`src/bam_pkg.sv`:
```
// shared types and constants of the bitmap allocator
`default_nettype none
package bam_pkg;

  // fixed port widths
  localparam int IN_IDX_W  = 10;
  localparam int OUT_IDX_W = 10;
  localparam int STATUS_W  = 2;
  localparam int USED_W    = 11;

  // request modes
  localparam logic MODE_ALLOC = 1'b0;
  localparam logic MODE_FREE  = 1'b1;

  // result status codes
  localparam logic [STATUS_W-1:0] STATUS_OK       = 2'd0;
  localparam logic [STATUS_W-1:0] STATUS_FULL     = 2'd1;
  localparam logic [STATUS_W-1:0] STATUS_BAD_FREE = 2'd2;

  // controller states
  typedef enum logic [2:0] {
    ST_IDLE = 3'b001,
    ST_SCAN = 3'b010,
    ST_FREE = 3'b100
  } state_t;

endpackage
`default_nettype wire

```
`src/bam_map_mem.sv`:
```
// usage map storage: registered-read memory with per-word valid bits
`default_nettype none
module bam_map_mem #(
  parameter int WORDS  = 32,
  parameter int WIDTH  = 32,
  parameter int ADDR_W = 5
) (
  input  wire logic              clk,
  input  wire logic              rst_n,
  input  wire logic              rd_en,
  input  wire logic [ADDR_W-1:0] rd_addr,
  output logic      [WIDTH-1:0]  rd_data,
  input  wire logic              wr_en,
  input  wire logic [ADDR_W-1:0] wr_addr,
  input  wire logic [WIDTH-1:0]  wr_data
);

  logic [WIDTH-1:0] mem_r [WORDS];
  logic [WORDS-1:0] valid_r;
  logic [WIDTH-1:0] rd_data_r;

  // a word never written since reset reads as all free
  always_ff @(posedge clk) begin
    if (!rst_n) begin
      valid_r <= '0;
    end else if (wr_en) begin
      valid_r[wr_addr] <= 1'b1;
    end
  end

  always_ff @(posedge clk) begin
    if (wr_en) begin
      mem_r[wr_addr] <= wr_data;
    end
  end

  always_ff @(posedge clk) begin
    if (rd_en) begin
      rd_data_r <= valid_r[rd_addr] ? mem_r[rd_addr] : '0;
    end
  end

  assign rd_data = rd_data_r;

endmodule
`default_nettype wire

```
`src/bam_find_zero.sv`:
```
// lowest clear bit finder for one map word
`default_nettype none
module bam_find_zero #(
  parameter int WIDTH = 32,
  parameter int POS_W = 5
) (
  input  wire logic [WIDTH-1:0] word,
  output logic                  found,
  output logic      [POS_W-1:0] pos
);

  logic [WIDTH-1:0] zeros;
  logic [WIDTH-1:0] lowest;

  // isolate the lowest clear bit, then encode its position
  assign zeros  = ~word;
  assign lowest = zeros & (~zeros + WIDTH'(1));
  assign found  = |zeros;

  always_comb begin
    pos = '0;
    for (int k = 0; k < POS_W; k++) begin
      for (int i = 0; i < WIDTH; i++) begin
        if (i[k]) begin
          pos[k] = pos[k] | lowest[i];
        end
      end
    end
  end

endmodule
`default_nettype wire

```
`src/bitmap_allocator_with_hint_unit.sv`:
```
// bitmap allocator with low-water search hint, top level
`default_nettype none
// usage
//   a request is taken at a rising edge with start high and busy low; in_mode
//   selects allocate (lowest free entry at or after the hint's word) or free
//   (release in_entry_index)
//   each request yields exactly one result, held on out_granted_index,
//   out_status and out_used_entries for one cycle while out_strobe is high;
//   the receiver cannot hold results off, so none is ever dropped
// timing
//   a free of an out-of-range entry, or an allocate with the hint past the last
//   word, answers in the cycle after the request
//   a free reads the map word that holds in_entry_index and answers from ST_FREE
//   an allocate reads one word per cycle from the hint's word onward, at most up
//   to the last map word, and answers from ST_SCAN on the first word with a clear
//   bit or on the full last word; the map's single read port sets this rate
//   busy is high from the request until the result; the next request can be
//   taken in the cycle the result is shown
// reset
//   synchronous active-low reset empties the map at once through per-word
//   valid bits, and clears hint and count; no clearing pass
// WORD_BITS is a power of two
module bitmap_allocator_with_hint_unit #(
  parameter int MAP_ENTRIES = 1024,
  parameter int WORD_BITS   = 32
) (
  input  wire logic                          clk,
  input  wire logic                          rst_n,
  input  wire logic                          start,
  output logic                               busy,
  input  wire logic                          in_mode,
  input  wire logic [bam_pkg::IN_IDX_W-1:0]  in_entry_index,
  output logic                               out_strobe,
  output logic      [bam_pkg::OUT_IDX_W-1:0] out_granted_index,
  output logic      [bam_pkg::STATUS_W-1:0]  out_status,
  output logic      [bam_pkg::USED_W-1:0]    out_used_entries
);

  localparam int MAP_WORDS = (MAP_ENTRIES + WORD_BITS - 1) / WORD_BITS;
  localparam int WADDR_W   = (MAP_WORDS > 1) ? $clog2(MAP_WORDS) : 1;
  localparam int BIT_W     = $clog2(WORD_BITS);
  localparam int HINT_W    = $clog2(MAP_ENTRIES + 1);
  localparam int EXT_W     = HINT_W + bam_pkg::USED_W + bam_pkg::IN_IDX_W;

  localparam logic [WADDR_W-1:0]   LAST_WORD = WADDR_W'(MAP_WORDS - 1);
  // bits past the pool end in the last word count as taken
  localparam logic [WORD_BITS-1:0] LAST_MASK =
    {WORD_BITS{1'b1}} >> (MAP_WORDS * WORD_BITS - MAP_ENTRIES);
  localparam logic [EXT_W-1:0]     ENTRIES_EXT = EXT_W'(MAP_ENTRIES);
  localparam logic [HINT_W-1:0]    WORDS_HINT  = HINT_W'(MAP_WORDS);
  localparam logic [HINT_W-1:0]    ENTRIES_HINT = HINT_W'(MAP_ENTRIES);

  bam_pkg::state_t state_r, state_nxt;

  logic [HINT_W-1:0]  hint_r, hint_nxt;
  logic [HINT_W-1:0]  used_r, used_nxt;
  logic [HINT_W-1:0]  req_idx_r, req_idx_nxt;
  logic [WADDR_W-1:0] scan_w_r, scan_w_nxt;

  logic                          out_strobe_r, out_strobe_nxt;
  logic [bam_pkg::OUT_IDX_W-1:0] out_granted_r, out_granted_nxt;
  logic [bam_pkg::STATUS_W-1:0]  out_status_r, out_status_nxt;
  logic [bam_pkg::USED_W-1:0]    out_used_r, out_used_nxt;

  // map port
  logic                 mem_rd_en;
  logic [WADDR_W-1:0]   mem_rd_addr;
  logic [WORD_BITS-1:0] mem_rd_data;
  logic                 mem_wr_en;
  logic [WADDR_W-1:0]   mem_wr_addr;
  logic [WORD_BITS-1:0] mem_wr_data;

  // scan path
  logic [WORD_BITS-1:0]     word_mask;
  logic [WORD_BITS-1:0]     scan_word;
  logic                     zero_found;
  logic [BIT_W-1:0]         zero_pos;
  logic [WADDR_W+BIT_W-1:0] grant_cat;
  logic [HINT_W-1:0]        grant_idx;

  // request decode and width conversion
  logic [EXT_W-1:0]  idx_ext;
  logic [HINT_W-1:0] hint_word;
  logic [BIT_W-1:0]  free_bit;
  logic              free_bit_set;
  logic [EXT_W-1:0]  grant_ext;
  logic [EXT_W-1:0]  used_ext;

  bam_map_mem #(
    .WORDS  (MAP_WORDS),
    .WIDTH  (WORD_BITS),
    .ADDR_W (WADDR_W)
  ) u_map (
    .clk     (clk),
    .rst_n   (rst_n),
    .rd_en   (mem_rd_en),
    .rd_addr (mem_rd_addr),
    .rd_data (mem_rd_data),
    .wr_en   (mem_wr_en),
    .wr_addr (mem_wr_addr),
    .wr_data (mem_wr_data)
  );

  assign word_mask = (scan_w_r == LAST_WORD) ? LAST_MASK : {WORD_BITS{1'b1}};
  assign scan_word = mem_rd_data | ~word_mask;

  bam_find_zero #(
    .WIDTH (WORD_BITS),
    .POS_W (BIT_W)
  ) u_find (
    .word  (scan_word),
    .found (zero_found),
    .pos   (zero_pos)
  );

  assign grant_cat    = {scan_w_r, zero_pos};
  assign grant_idx    = HINT_W'(grant_cat);
  assign idx_ext      = EXT_W'(in_entry_index);
  assign hint_word    = hint_r >> BIT_W;
  assign free_bit     = req_idx_r[BIT_W-1:0];
  assign free_bit_set = mem_rd_data[free_bit];
  assign grant_ext    = EXT_W'(grant_idx);
  assign used_ext     = EXT_W'(used_nxt);

  assign busy = (state_r != bam_pkg::ST_IDLE);

  always_comb begin
    state_nxt       = state_r;
    hint_nxt        = hint_r;
    used_nxt        = used_r;
    req_idx_nxt     = req_idx_r;
    scan_w_nxt      = scan_w_r;
    mem_rd_en       = 1'b0;
    mem_rd_addr     = scan_w_r;
    mem_wr_en       = 1'b0;
    mem_wr_addr     = scan_w_r;
    mem_wr_data     = mem_rd_data;
    out_strobe_nxt  = 1'b0;
    out_granted_nxt = '0;
    out_status_nxt  = bam_pkg::STATUS_OK;

    unique case (state_r)
      bam_pkg::ST_IDLE: begin
        if (start) begin
          if (in_mode == bam_pkg::MODE_FREE) begin
            if (idx_ext >= ENTRIES_EXT) begin
              // out of range: answer at once, nothing changes
              out_strobe_nxt = 1'b1;
              out_status_nxt = bam_pkg::STATUS_BAD_FREE;
            end else begin
              mem_rd_en   = 1'b1;
              mem_rd_addr = idx_ext[BIT_W +: WADDR_W];
              req_idx_nxt = idx_ext[HINT_W-1:0];
              state_nxt   = bam_pkg::ST_FREE;
            end
          end else begin
            if (hint_word >= WORDS_HINT) begin
              // hint past the last word: pool full
              out_strobe_nxt = 1'b1;
              out_status_nxt = bam_pkg::STATUS_FULL;
            end else begin
              mem_rd_en   = 1'b1;
              mem_rd_addr = hint_r[BIT_W +: WADDR_W];
              scan_w_nxt  = hint_r[BIT_W +: WADDR_W];
              state_nxt   = bam_pkg::ST_SCAN;
            end
          end
        end
      end

      bam_pkg::ST_SCAN: begin
        if (zero_found) begin
          mem_wr_en       = 1'b1;
          mem_wr_addr     = scan_w_r;
          mem_wr_data     = mem_rd_data | (WORD_BITS'(1) << zero_pos);
          used_nxt        = used_r + HINT_W'(1);
          hint_nxt        = grant_idx + HINT_W'(1);
          out_strobe_nxt  = 1'b1;
          out_granted_nxt = grant_ext[bam_pkg::OUT_IDX_W-1:0];
          state_nxt       = bam_pkg::ST_IDLE;
        end else if (scan_w_r == LAST_WORD) begin
          out_strobe_nxt = 1'b1;
          out_status_nxt = bam_pkg::STATUS_FULL;
          state_nxt      = bam_pkg::ST_IDLE;
        end else begin
          // word is full, fetch the next one
          mem_rd_en   = 1'b1;
          mem_rd_addr = scan_w_r + WADDR_W'(1);
          scan_w_nxt  = scan_w_r + WADDR_W'(1);
        end
      end

      bam_pkg::ST_FREE: begin
        out_strobe_nxt = 1'b1;
        state_nxt      = bam_pkg::ST_IDLE;
        if (!free_bit_set) begin
          out_status_nxt = bam_pkg::STATUS_BAD_FREE;
        end else begin
          mem_wr_en   = 1'b1;
          mem_wr_addr = req_idx_r[BIT_W +: WADDR_W];
          mem_wr_data = mem_rd_data & ~(WORD_BITS'(1) << free_bit);
          if (used_r != '0) begin
            used_nxt = used_r - HINT_W'(1);
          end
          if (req_idx_r < hint_r) begin
            hint_nxt = req_idx_r;
          end
        end
      end

      default: begin
        state_nxt = bam_pkg::ST_IDLE;
      end
    endcase

    out_used_nxt = used_ext[bam_pkg::USED_W-1:0];
  end

  always_ff @(posedge clk) begin
    if (!rst_n) begin
      state_r      <= bam_pkg::ST_IDLE;
      hint_r       <= '0;
      used_r       <= '0;
      out_strobe_r <= 1'b0;
    end else begin
      state_r      <= state_nxt;
      hint_r       <= hint_nxt;
      used_r       <= used_nxt;
      out_strobe_r <= out_strobe_nxt;
    end
  end

  always_ff @(posedge clk) begin
    req_idx_r     <= req_idx_nxt;
    scan_w_r      <= scan_w_nxt;
    out_granted_r <= out_granted_nxt;
    out_status_r  <= out_status_nxt;
    out_used_r    <= out_used_nxt;
  end

  assign out_strobe        = out_strobe_r;
  assign out_granted_index = out_granted_r;
  assign out_status        = out_status_r;
  assign out_used_entries  = out_used_r;

  // a taken request either answers next cycle or keeps the block busy
  assert property (@(posedge clk) disable iff (!rst_n)
    (start && !busy) |=> (out_strobe || busy))
    else $error("request neither answered nor in progress");

  // an error result leaves the used count alone
  assert property (@(posedge clk) disable iff (!rst_n)
    (out_strobe && out_status != bam_pkg::STATUS_OK) |-> (used_r == $past(used_r)))
    else $error("error result changed the used count");

  // count and hint never pass the pool size
  assert property (@(posedge clk) disable iff (!rst_n)
    (used_r <= ENTRIES_HINT) && (hint_r <= ENTRIES_HINT))
    else $error("used count or hint beyond pool size");

endmodule
`default_nettype wire

```
`config.mk`:
```
export PLATFORM = sky130hd
export DESIGN_NAME = bitmap_allocator_with_hint_unit
export DESIGN_NICKNAME = d
export VERILOG_FILES = /design/src/bam_pkg.sv /design/src/bam_map_mem.sv /design/src/bam_find_zero.sv /design/src/bitmap_allocator_with_hint_unit.sv
export SDC_FILE = /design/constraint.sdc
export NUM_CORES = 1
export LEC_CHECK = 0
export BUFFER_PORTS_ARGS = -buffer_cell sky130_fd_sc_hd__buf_2
export CORE_MARGIN = 1.5
export CORE_UTILIZATION = 31
export DETAILED_ROUTE_END_ITERATION = 10
export PLACE_DENSITY = 0.53
export SLEW_MARGIN = 40
export SYNTH_ARGS = -nofsm -noshare
export SYNTH_HDL_FRONTEND = slang
export SYNTH_SLANG_ARGS = --single-unit
```
`constraint.sdc`:
```
create_clock -name clk -period 4.4 [get_ports clk]
set_clock_uncertainty 0.05 [all_clocks]
set_input_delay 0.88 -clock clk [delete_from_list [all_inputs] [get_ports clk]]
set_output_delay 0.88 -clock clk [all_outputs]
set_load 0.02 [all_outputs]
```
==> summary.md, run 1 <==
| Metric | Value |
|---|---|
| Slew headroom | 0.471 |
| Slew Viols, Final | 0 |
| CTS tree | built |
| Fill cell count | around 13000 |
| Type of the tightest min-delay check | primary input to register |
| DRC | 0 |
| Post-synth EDFFs | roughly 1100 |
| Synthesis-to-finish area growth | 20.2% |
| Port bufs | 38 |
| Fin. Hold Viols | 0 |
| Fin nets | 3048 |
| Synth top area cells | edfxtp_1 70%, mux4_2 8.4%, dfxtp_1 3.5% |
| Final setup violation count | 0 |
| CP required | between 4 and 5 ns |
| Post-synth top area share | 0.701 |
| Global-route wire length before repair | 181 mm |
| DR pass1 iterations | 5 |
| # hold bufs at CTS | 0 |
| Skew-Pair Late Insertion Delay | 0.71 ns |
| Slowest stage cell, crit path | mux4_2 |
| Synthesized area | 0.0459 sq mm |
| HP Start | in_entry_index[9] |
| Crit path kind | register to register |
| Critical path arrival | 4.65 ns |
| Row cnt | 140 |
| Total negative setup slack | 0 ns |
| Switching part of the total power | 0.247 |
| Vias/cell | 5.22 |
| Pin count of the biggest net entering global routing | 145 |
| Initial antenna violation count | 1 |
| Vias | 26300 |
| Gr usage total | 0.161 |
| Die ar. | 0.150 sq mm |
| CP bufs+invs | 2 |
| Clock share of power | 0.386 |
| Max Cap Viol | 0 |
| Htree depth | 3 |
| Critical path startpoint category | register |
| Met2 usage | 0.255 |
| Clock sink total | 1152 |
| Synth async-reset ratio | 0 |
| Num CTS Buffers | 119 |
| Minimum clock period | between 4 and 5 ns |
| Starting density of the core | 0.314 |
| Register area | 0.0338 sq mm |
| FF-to-FF Start | scan_w_r[0] |
| GP Congestion | 0.902 |
| Clock Tree Buf Depth | 3 |
| Leakage | around 0.018 uW |
| GRT met3 Usage | 0.0261 |
| Status | finished clean |
| Share of layout cells above drive strength 1 | 0.243 |
| Chip Width | ~390 um |
| Crit Path Max Fanout | 27 |
| Worst path cell trace | ha_1 > and4_1 > nor4b_1 > and4_1 > o21a_1 > nor2_4 > buf_12 > buf_4 > mux4_2 > a22o_1 > a221oi_1 > o21ai_0 > o21a_1 |
| Seq cells post-synth | 1152 |
| Synth warn | 0 |
| Switch Pwr | 6340 uW |
| Final HPWL DP | 76.2 mm |
| Post-Synthesis Cells | 2755 |
| Drt wl/cell | 24.4 um |
| Unrepaired setup endpoints after global routing | false |
| GRT overflow | 0 |
| Ratio of final minimum period to clock period | 0.964 |
| Number of I/O pins | 39 |
| Gate power share | 0.134 |
| Multi-input gate area | roughly 0.012 sq mm |
| Max IR drop VDD | 327 uV |
| Int Power | 19300 uW |
| Final ANT Viol Nets | 0 |
| Worst setup startpoint | scan_w_r[0] |
| Met1 Resource Use GR | 0.230 |
| Post-Route Utilization | 0.377 |
| Clock transition at the registers of the reported paths | 0.06 ns |
| Netlist cell types | 74 |
| Die Y | 388 um |
| Leading register cell type out of synthesis | edfxtp_1 |
| Sequential fraction of design power | 0.480 |
| Iter 0 DRT Violations | 2500 |
| Final WL | 123 mm |
| Syn nets | between 2000 and 3000 |
| Clk root buf | clkbuf_16 |
| CP delay by family, top | compound AO/OA/AOI/OAI gates |
| Core Footprint | 0.146 sq mm |
| Biggest area consumer among synthesized cells | edfxtp_1 |
| PwrDens | 465 mW/mm^2 |
| Max incr delay on CP | approximately 0.49 ns |
| Avg Cell Area, Syn | ~17 sq um |
| Most used routing layer in global routing | met2 |
| Vias in the first global route | 26400 |
| Critical path capture point type | register |
| Worst slew pin tran | between 0.7 and 0.8 ns |
| Fmax | 0.236 GHz |
| Sequential fraction of the synthesis area | 0.736 |
[power by group through the flow]
stage	clock network, uW	registers [uW]	logic, uW
finish	9900	12300	3440
global route	10500	12300	3700
CTS	10100	12300	3420
detailed placement	0	12500	3400
global placement	0	12500	3390
floorplan	0	12500	1920
[path summary, 6_finish.rpt]
kind | endpoint | slack (ns) | depth (start not counted)
max reg2reg | u_map.rd_data[10] | 0.16 | 13
min | req_idx_r[9] | 0.33 | 1
max | u_map.rd_data[10] | 0.16 | 13
min reg2reg | u_map.valid_r[20] | 0.41 | 1
[per-layer routing]
metal,part of all wire,vias to the layer above
li1,-,11700
met1,0.46,13700
met2,0.47,760
met3,0.054,152
met4,0.023,0
met5,0,-
[kinds of logic after synthesis]
| family | share of synthesized area |
|---|---|
| flip-flops | 0.736 |
| AND/OR/NAND/NOR | 0.0636 |
| adder cells (fa/ha/maj) | 0.00491 |
| multiplexers | 0.0882 |
| buffers and inverters | 0.0194 |
| AO/OA/AOI/OAI | 0.0849 |
| XOR/XNOR | 0.00267 |
[layout by cell type, fill, tap and decap left out, types with 31 or more instances in the layout]
master,n
inv_1,34
a21oi_1,92
clkinv_1,31
o21ai_2,32
nand2_1,260
edfxtp_1,1071
o21ai_0,108
o21a_1,66
nand3_1,59
o22ai_1,39
buf_2,38
buf_4,189
clkbuf_16,121
nor2_1,52
a22o_1,31
and3_1,77
a311oi_1,63
dfxtp_1,81
nor2_4,34
o221ai_1,33
mux4_2,171
buf_12,80
[metrics by stage]
stage | power, uW | setup slack [ns] | instances | hold slack, ns | cell area, sq um
finish | 25600 | 0.160 | 5038 | 0.329 | 55100
global placement | 15900 | -0.318 | 4804 | 0.395 | 51100
global route | 26500 | 0.0199 | 5033 | 0.291 | 55100
detailed placement | 15900 | -0.291 | 4806 | 0.399 | 51100
CTS | 25800 | 0.0304 | 5027 | 0.282 | 55000
floorplan | 14500 | -0.0261 | 2755 | 0.385 | 45900
[cell type report]
cell class	count	area share
clock buffers	143	0.0564
diodes	5	0.000227
inverters	34	0.00231
clock inverters	78	0.0129
multi-input cells	1399	0.213
repair buffers	310	0.0590
well taps	1917	0.0435
flip-flops and latches	1152	0.613
[cell usage after synthesis, types with 6 or more instances]
cell and number:
o21ai_1 11, nand2_1 260, nand3_1 59, nor2b_1 10
a31oi_1 12, mux4_2 171, o221ai_1 33, a221oi_1 33
a311oi_1 63, xor2_1 7, mux2i_1 16, inv_1 34
edfxtp_1 1071, nor2_1 86, nor3_1 19, a21boi_0 6
o21a_1 67, and3_1 77, ha_1 18, buf_2 40
xnor2_1 7, nand4b_1 7, o21ai_0 141, nand2b_1 6
a22o_1 31, o22ai_1 40, nand4_1 18, dfxtp_1 81
a21oi_1 92, buf_4 9, and2_1 15, clkbuf_1 110
[sequential cells by signal (all words and copies together), names as in the netlist, 2 cells and up]
name,cells
used_r,11
out_status,2
u_map.mem_r,1024
hint_r,11
u_map.rd_data,32
u_map.valid_r,32
out_granted_index,10
out_used_entries,11
scan_w_r,5
req_idx_r,10
state_r,3
[worst register-to-register path, cell delays in order (launching register included)]
cell	delay (ns)
edfxtp_1	0.35
ha_1	0.16
and4_1	0.41
nor4b_1	0.11
and4_1	0.22
o21a_1	0.23
nor2_4	0.28
buf_12	0.29
buf_4	0.22
mux4_2	0.49
a22o_1	0.25
a221oi_1	0.41
o21ai_0	0.31
o21a_1	0.24
[timing repair]
action / 4_1_cts / 5_1_grt
endpoints found under the setup margin: 5 / 8
resized for setup: 5 / 9
setup buffers: 0 / 6
pin swaps: 0 / 2
endpoints found under the hold margin: 0 / 0
Power figures use the tool's default switching activity.
==> inputs of run 2 (changes only) <==
PLACE_DENSITY = 0.52   (was 0.53)
SYNTH_HIERARCHICAL = 1   (was not set)
clock period = 4.9 ns   (was 4.4 ns; I/O delays follow)
==> run 2 against run 1 <==
Compared with the run above: area after synthesis is 2.4% higher; via count rose by 3.6%; count of clock-buffer cells in the layout rose by 5; global-route usage increased by 1.8 points; first-iteration DRC count grew 4.6%; routed wire length is 13% higher; fmax shrank 9.1%; register-to-register slack better by 0.08 ns; non-clock buffer count decreased by 55; combinational power fell by 31%.
==> summary.md, run 2 <==
| Metric | Value |
|---|---|
| GP Congestion | 0.951 (+5.5%) |
| Final ANT Viol Nets | 0 (unchanged) |
| DR pass1 iterations | 6 (+1) |
| Clock sink total | 1152 (unchanged) |
| Drt wl/cell | 27.4 um (+12%) |
| Skew-Pair Late Insertion Delay | 0.76 ns (+0.05 ns) |
| Final WL | 139 mm (+13%) |
| Total negative setup slack | 0 ns (unchanged) |
| WHS Path Cells | 1 (unchanged) |
| Max Cap Viol | 0 (unchanged) |
| Biggest area consumer among synthesized cells | edfxtp_1 |
| Htree depth | 3 (unchanged) |
| PwrDens | 405 mW/mm^2 (-13%) |
| Worst slew pin tran | 0.841 ns (+0.0494 ns) |
| Synth top area cells | edfxtp_1 68%, mux4_2 6.6%, mux2i_1 6.1% |
| Leading register cell type out of synthesis | edfxtp_1 |
| Clock transition at the registers of the reported paths | 0.07 ns (about the same) |
| FF-to-FF Start | u_map/rd_data[15] |
| Port bufs | 38 (unchanged) |
| GRT overflow | 0 (unchanged) |
| Netlist cell types | 89 (+20%) |
| Die ar. | 0.154 sq mm (+2.4%) |
| Type of the tightest min-delay check | primary input to register |
| Share of layout cells above drive strength 1 | 0.221 (-0.0219) |
| Starting density of the core | 0.313 (-0.000827) |
| Clock Tree Buf Depth | 3 (unchanged) |
| Synth async-reset ratio | 0 (unchanged) |
| Sequential fraction of the synthesis area | 0.719 (-0.0171) |
| Crit Path Max Fanout | 18 (-33%) |
| Clk root buf | clkbuf_16 |
| Reg2Reg Capture Point | u_map/rd_data[19] |
| Fmax | 0.214 GHz (-9.1%) |
| CP required | 5.46 ns (+0.65 ns) |
| Fill cell count | 13900 (+3.7%) |
| Gr usage total | 0.179 (+0.0175) |
| Status | finished clean |
| Most common cell in the netlist | edfxtp_1 |
| Seq cells post-synth | 1152 (unchanged) |
| # hold bufs at CTS | 0 (unchanged) |
| Final setup violation count | 0 (unchanged) |
| # diodes | 0 (-5) |
| Setup Slack @ Placement | 0.00182 ns (+0.293 ns) |
| Post-Synthesis Cells | 2751 (-0.15%) |
| Initial antenna violation count | 2 (+1) |
| Vias/cell | 5.38 (+3.0%) |
| Synth top cells by count | 1071 x edfxtp_1, 288 x mux2i_1, 137 x mux4_2, 123 x a221oi_1, 122 x nor2_1 |
| Iter 0 DRT Violations | 2616 (+4.6%) |
| Slew Viols, Final | 0 (unchanged) |
| Core Footprint | 0.150 sq mm (+2.6%) |
| R2r setup slk | 0.24 ns (+0.08 ns) |
| Final HPWL DP | 80.5 mm (+5.7%) |
| Critical path capture point type | register |
| DRC | 0 (unchanged) |
| Reg with most FFs | u_map/mem_r |
| Most common cell after layout, fill and taps aside | edfxtp_1 |
| Synthesized area | 0.0470 sq mm (+2.4%) |
| Ratio of final minimum period to clock period | 0.952 (-0.0121) |
| Post-synth top area share | 0.685 (-0.0162) |
| Post-route setup slack | 0.237 ns (+0.0773 ns) |
| Num CTS Buffers | 116 (-2.5%) |
| CTS tree | built |
| Minimum clock period | 4.66 ns (+0.423 ns) |
| Most frequent cells in the layout | 1071 x edfxtp_1, 288 x mux2i_1, 162 x buf_4 |
| Syn nets | 2783 (-0.14%) |
| Crit path kind | register to register |
| Critical path arrival | 5.22 ns (+0.57 ns) |
| R2R depth | 16 (+3) |
| Slew headroom | 0.425 (-0.0461) |
| Largest register FFs | 1024 (unchanged) |
| Vias in the first global route | 26700 (+1.0%) |
| Global-route wire length before repair | 198 mm (+9.1%) |
| Row cnt | 142 (+1.4%) |
| HP Start | in_entry_index[4] |
| Avg Cell Area, Syn | 17.1 sq um (+2.5%) |
| Max IR drop VDD | 292 uV (-11%) |
| Synthesis-to-finish area growth | 18.0% |
| Fin. Hold Viols | 0 (unchanged) |
| Chip Width | 392 um (+1.2%) |
| Critical path startpoint category | register |
| Fin nets | 2983 (-2.1%) |
| WHS Endpoint | req_idx_r[4] |
| Pin count of the biggest net entering global routing | 76 (-48%) |
| Number of I/O pins | 39 (unchanged) |
| Die Y | 392 um (+1.2%) |
| Vias | 27200 (+3.6%) |
| Post-synth EDFFs | 1071 (unchanged) |
| Leakage | 0.0182 uW (+1.2%) |
| Synth warn | 6 (+6) |
## run 2: cell count changes in the layout (fill, tap and decap cells not counted), moves of 34 or more
cell / delta
o22ai_1: -36
mux4_2: -34
nor2_1: +35
nor3_1: +38
nand2_1: -188
a221oi_1: +98
mux2i_1: +272
a311oi_1: -61
a21oi_1: -38
## run 2: worst max path at each step
| stage | cells after the start | startpoint | endpoint |
|---|---|---|---|
| after floorplan | 10 | req_idx_r[1] | u_map/mem_r[28][0] |
| after global placement | 15 | u_map/rd_data[18] | u_map/rd_data[23] |
| after detailed placement | 15 | u_map/rd_data[18] | u_map/rd_data[23] |
| after CTS | 15 | u_map/rd_data[18] | u_map/rd_data[23] |
| after global routing | 17 | u_map/rd_data[20] | u_map/rd_data[5] |
| final | 16 | u_map/rd_data[15] | u_map/rd_data[19] |
## run 2: final cells by class
class                           instances  area, sq um  share of cell area
Inverter                               31          123             0.00221
Clock buffer                          148         3100              0.0559
Clock inverter                         69          763              0.0138
Multi-Input combinational cell       1395        12600               0.228
Sequential cell                      1152        33800               0.610
Tap cell                             2016         2520              0.0455
Timing Repair Buffer                  255         2510              0.0454
## run 2: what timing repair did
item | in CTS | in global routing
gates resized for setup | 0 | 4
buffers inserted | 0 | 5
setup endpoints to repair | 0 | 31
## run 2: kinds of logic after synthesis
| kind of cell | share of synthesized area |
|---|---|
| mux | 0.129 |
| xor+xnor | 0.00224 |
| flops | 0.719 |
| buf+inv | 0.0219 |
| compound gates | 0.0726 |
| simple gates | 0.0502 |
| fa+ha+maj | 0.00480 |
## run 2: critical path, stage by stage (launching register included)
cell and delay [ns]:
edfxtp_1 0.51, nand4_1 0.21, or3_4 0.41, nor3_4 0.24
nand4_1 0.13, buf_4 0.21, buf_4 0.20, nand2b_1 0.21
o21ai_0 0.15, o21ai_0 0.12, a221o_4 0.45, and2_4 0.31
buf_4 0.25, a221oi_1 0.51, o21ai_0 0.17, a21oi_1 0.15
and3_1 0.23
## run 2: report_power, final
part	total, uW	internal, uW	switching (uW)
Sequential	11000	10900	71.1
Clock	9030	5210	3810
Combinational	2390	922	1460
## run 2: metrics by stage
| step | hold slack [ns] | total power [uW] | util | cell area (sq um) | instances |
|---|---|---|---|---|---|
| floorplan | 0.385 | 12700 | - | 47000 | 2751 |
| global placement | 0.392 | 13600 | 0.343 | 51500 | 4844 |
| detailed placement | 0.401 | 13600 | 0.343 | 51500 | 4844 |
| CTS | 0.296 | 22600 | 0.369 | 55400 | 5061 |
| global route | 0.326 | 23100 | 0.369 | 55400 | 5066 |
| finish | 0.348 | 22400 | 0.369 | 55400 | 5066 |
## run 2: per-layer routing
layer,part of all wire,GRT usage,vias up
met5,0,0,-
met4,0.031,0.0608,0
met3,0.058,0.0247,232
met2,0.47,0.291,977
met1,0.44,0.246,14400
li1,-,-,11600
==> inputs of run 3 (changes only) <==
REMOVE_ABC_BUFFERS = 1   (was not set)
==> run 3 against run 2 <==
Compared with the run above: sequential share of layout area is 0.16 points lower; combinational power hardly changed; clock power is 2.4% lower; core utilization is 0.096 points higher.
==> summary.md, run 3 (synthesis results as in run 2) <==
| Metric | Value |
|---|---|
| Port bufs | 38 (unchanged) |
| Fin nets | 2984 (+0.034%) |
| Core Footprint | 0.150 sq mm (unchanged) |
| Final Instance Area | 0.0556 sq mm (+0.26%) |
| Worst slew pin tran | 0.890 ns (+0.0493 ns) |
| Initial antenna violation count | 1 (-1) |
| GP Congestion | 0.925 (-2.7%) |
| CTS tree | built |
| R2R depth | 16 (unchanged) |
| Unrepaired setup endpoints after global routing | false |
| PwrDens | 399 mW/mm^2 (-1.3%) |
| Minimum clock period | 4.62 ns (-0.0449 ns) |
| Critical path startpoint category | register |
| Fin. Hold Viols | 0 (unchanged) |
| Clock sink total | 1152 (unchanged) |
| Status | finished clean |
| Clk root buf | clkbuf_16 |
| Setup Slack @ Placement | -0.0556 ns (-0.0575 ns) |
| Vias | 27200 (-0.30%) |
| Met2 Routed Length | 63.2 mm (-4.1%) |
| CP required | 5.46 ns (about the same) |
| Htree depth | 3 (unchanged) |
| WL met3 | 8.59 mm (+6.8%) |
| Die Y | 392 um (unchanged) |
| Vias/cell | 5.35 (-0.42%) |
| Share of layout cells above drive strength 1 | 0.221 (-0.000690) |
| Top layer in use | met4 |
| Crit Path Max Fanout | 20 (+2) |
| Row cnt | 142 (unchanged) |
| Clock Tree Buf Depth | 3 (unchanged) |
| Iter 0 DRT Violations | 2716 (+3.8%) |
| Num CTS Buffers | 119 (+2.6%) |
| Clock transition at the registers of the reported paths | 0.06 ns (about the same) |
| Fmax | 0.217 GHz (+0.97%) |
| Post-Route Utilization | 0.370 (+0.000959) |
| Ratio of final minimum period to clock period | 0.942 (-0.00916) |
| Max IR drop VDD | 337 uV (+15%) |
| Final ANT Viol Nets | 0 (unchanged) |
| GRT overflow | 0 (unchanged) |
| Final setup violation count | 0 (unchanged) |
| DRC | 0 (unchanged) |
| Starting density of the core | 0.313 (unchanged) |
| Synthesis-to-finish area growth | 18.3% |
| Most common cell after layout, fill and taps aside | edfxtp_1 |
| Reg with most FFs | u_map/mem_r |
| Die ar. | 0.154 sq mm (unchanged) |
| Critical path arrival | 5.18 ns (-0.04 ns) |
| Slew headroom | 0.407 (-0.0183) |
| Final WL | 137 mm (-0.95%) |
| Critical path capture point type | register |
| Global-route wire length before repair | 197 mm (-0.41%) |
| # hold bufs at CTS | 0 (unchanged) |
| Vias in the first global route | 26800 (+0.53%) |
| Slew Viols, Final | 0 (unchanged) |
| DRT met1 WL | 62.5 mm (+3.2%) |
| Max Cap Viol | 0 (unchanged) |
| Final HPWL DP | 78.7 mm (-2.2%) |
| Type of the tightest min-delay check | primary input to register |
| Number of I/O pins | 39 (unchanged) |
| DP Area | 0.0516 sq mm (+0.18%) |
| Crit path kind | register to register |
| WHS Path Cells | 1 (unchanged) |
| Largest register FFs | 1024 (unchanged) |
| Chip Width | 392 um (unchanged) |
| Skew-Pair Late Insertion Delay | 0.76 ns (about the same) |
| Most frequent cells in the layout | 1071 x edfxtp_1, 288 x mux2i_1, 142 x buf_4 |
| Gr usage total | 0.178 (-0.000847) |
| Pin count of the biggest net entering global routing | 49 (-36%) |
| Leakage | 0.0182 uW (about the same) |
| DR pass1 iterations | 5 (-1) |
| Drt wl/cell | 27.1 um (-1.1%) |
| Post-route setup slack | 0.282 ns (+0.0449 ns) |
-- run 3: timing repair --
| item | CTS | global route |
|---|---|---|
| setup buffers | 1 | 12 |
| pin swaps | 1 | 2 |
| setup endpoints to repair | 3 | 32 |
| resized for setup | 1 | 3 |
-- run 3: through the flow --
step	power, uW	cells	hold slack, ns	setup TNS, ns
4_1_cts	22400	5059	0.334	0
5_1_grt	22900	5071	0.347	0
3_5_place_dp	13600	4834	0.399	-0.0641
6_report	22200	5072	0.396	0
2_1_floorplan	13300	2578	0.385	-389.61
3_3_place_gp	13600	4834	0.395	0
-- run 3: worst paths after layout --
check / start / endpoint / slack [ns]
setup reg to reg: u_map/rd_data[23] / u_map/rd_data[8] / 0.28
hold reg to reg: u_map/valid_r[4] / u_map/valid_r[4] / 0.41
hold / removal: in_entry_index[3] / req_idx_r[3] / 0.40
setup / recovery: u_map/rd_data[23] / u_map/rd_data[8] / 0.28
-- run 3: worst max-delay path, stage by stage (launching register included) --
cell and delay, ns:
edfxtp_1 0.52, inv_1 0.15, or3_1 0.50, nor3_4 0.25, nand4_1 0.11, buf_4 0.20
buf_6 0.16, nand2b_1 0.19, o21ai_0 0.15, o21ai_0 0.11, a221o_4 0.50, and2_4 0.27
buf_12 0.17, a221oi_1 0.62, o21ai_0 0.16, nand3_1 0.12, and3_1 0.17
-- run 3: area by class of cell --
cell class                      count  area [sq um]
Timing Repair Buffer              253          2700
Multi-Input combinational cell   1395         12600
Sequential cell                  1152         33800
Fill cell                       13900         94600
Tap cell                         2016          2520
Clock inverter                     71           674
Antenna cell                        1          2.50
Inverter                           31           123
Clock buffer                      153          3140
-- run 3: report_power, final --
| group | internal, uW | switching [uW] |
|---|---|---|
| clock network | 5020 | 3800 |
| logic | 926 | 1440 |
| registers | 10900 | 79.3 |
-- run 3: per-layer routing --
layer  vias up  global-route usage
li1      11600                   -
met1     14400               0.260
met2       978               0.277
met3       187              0.0264
met4         0              0.0464
met5         -                   0
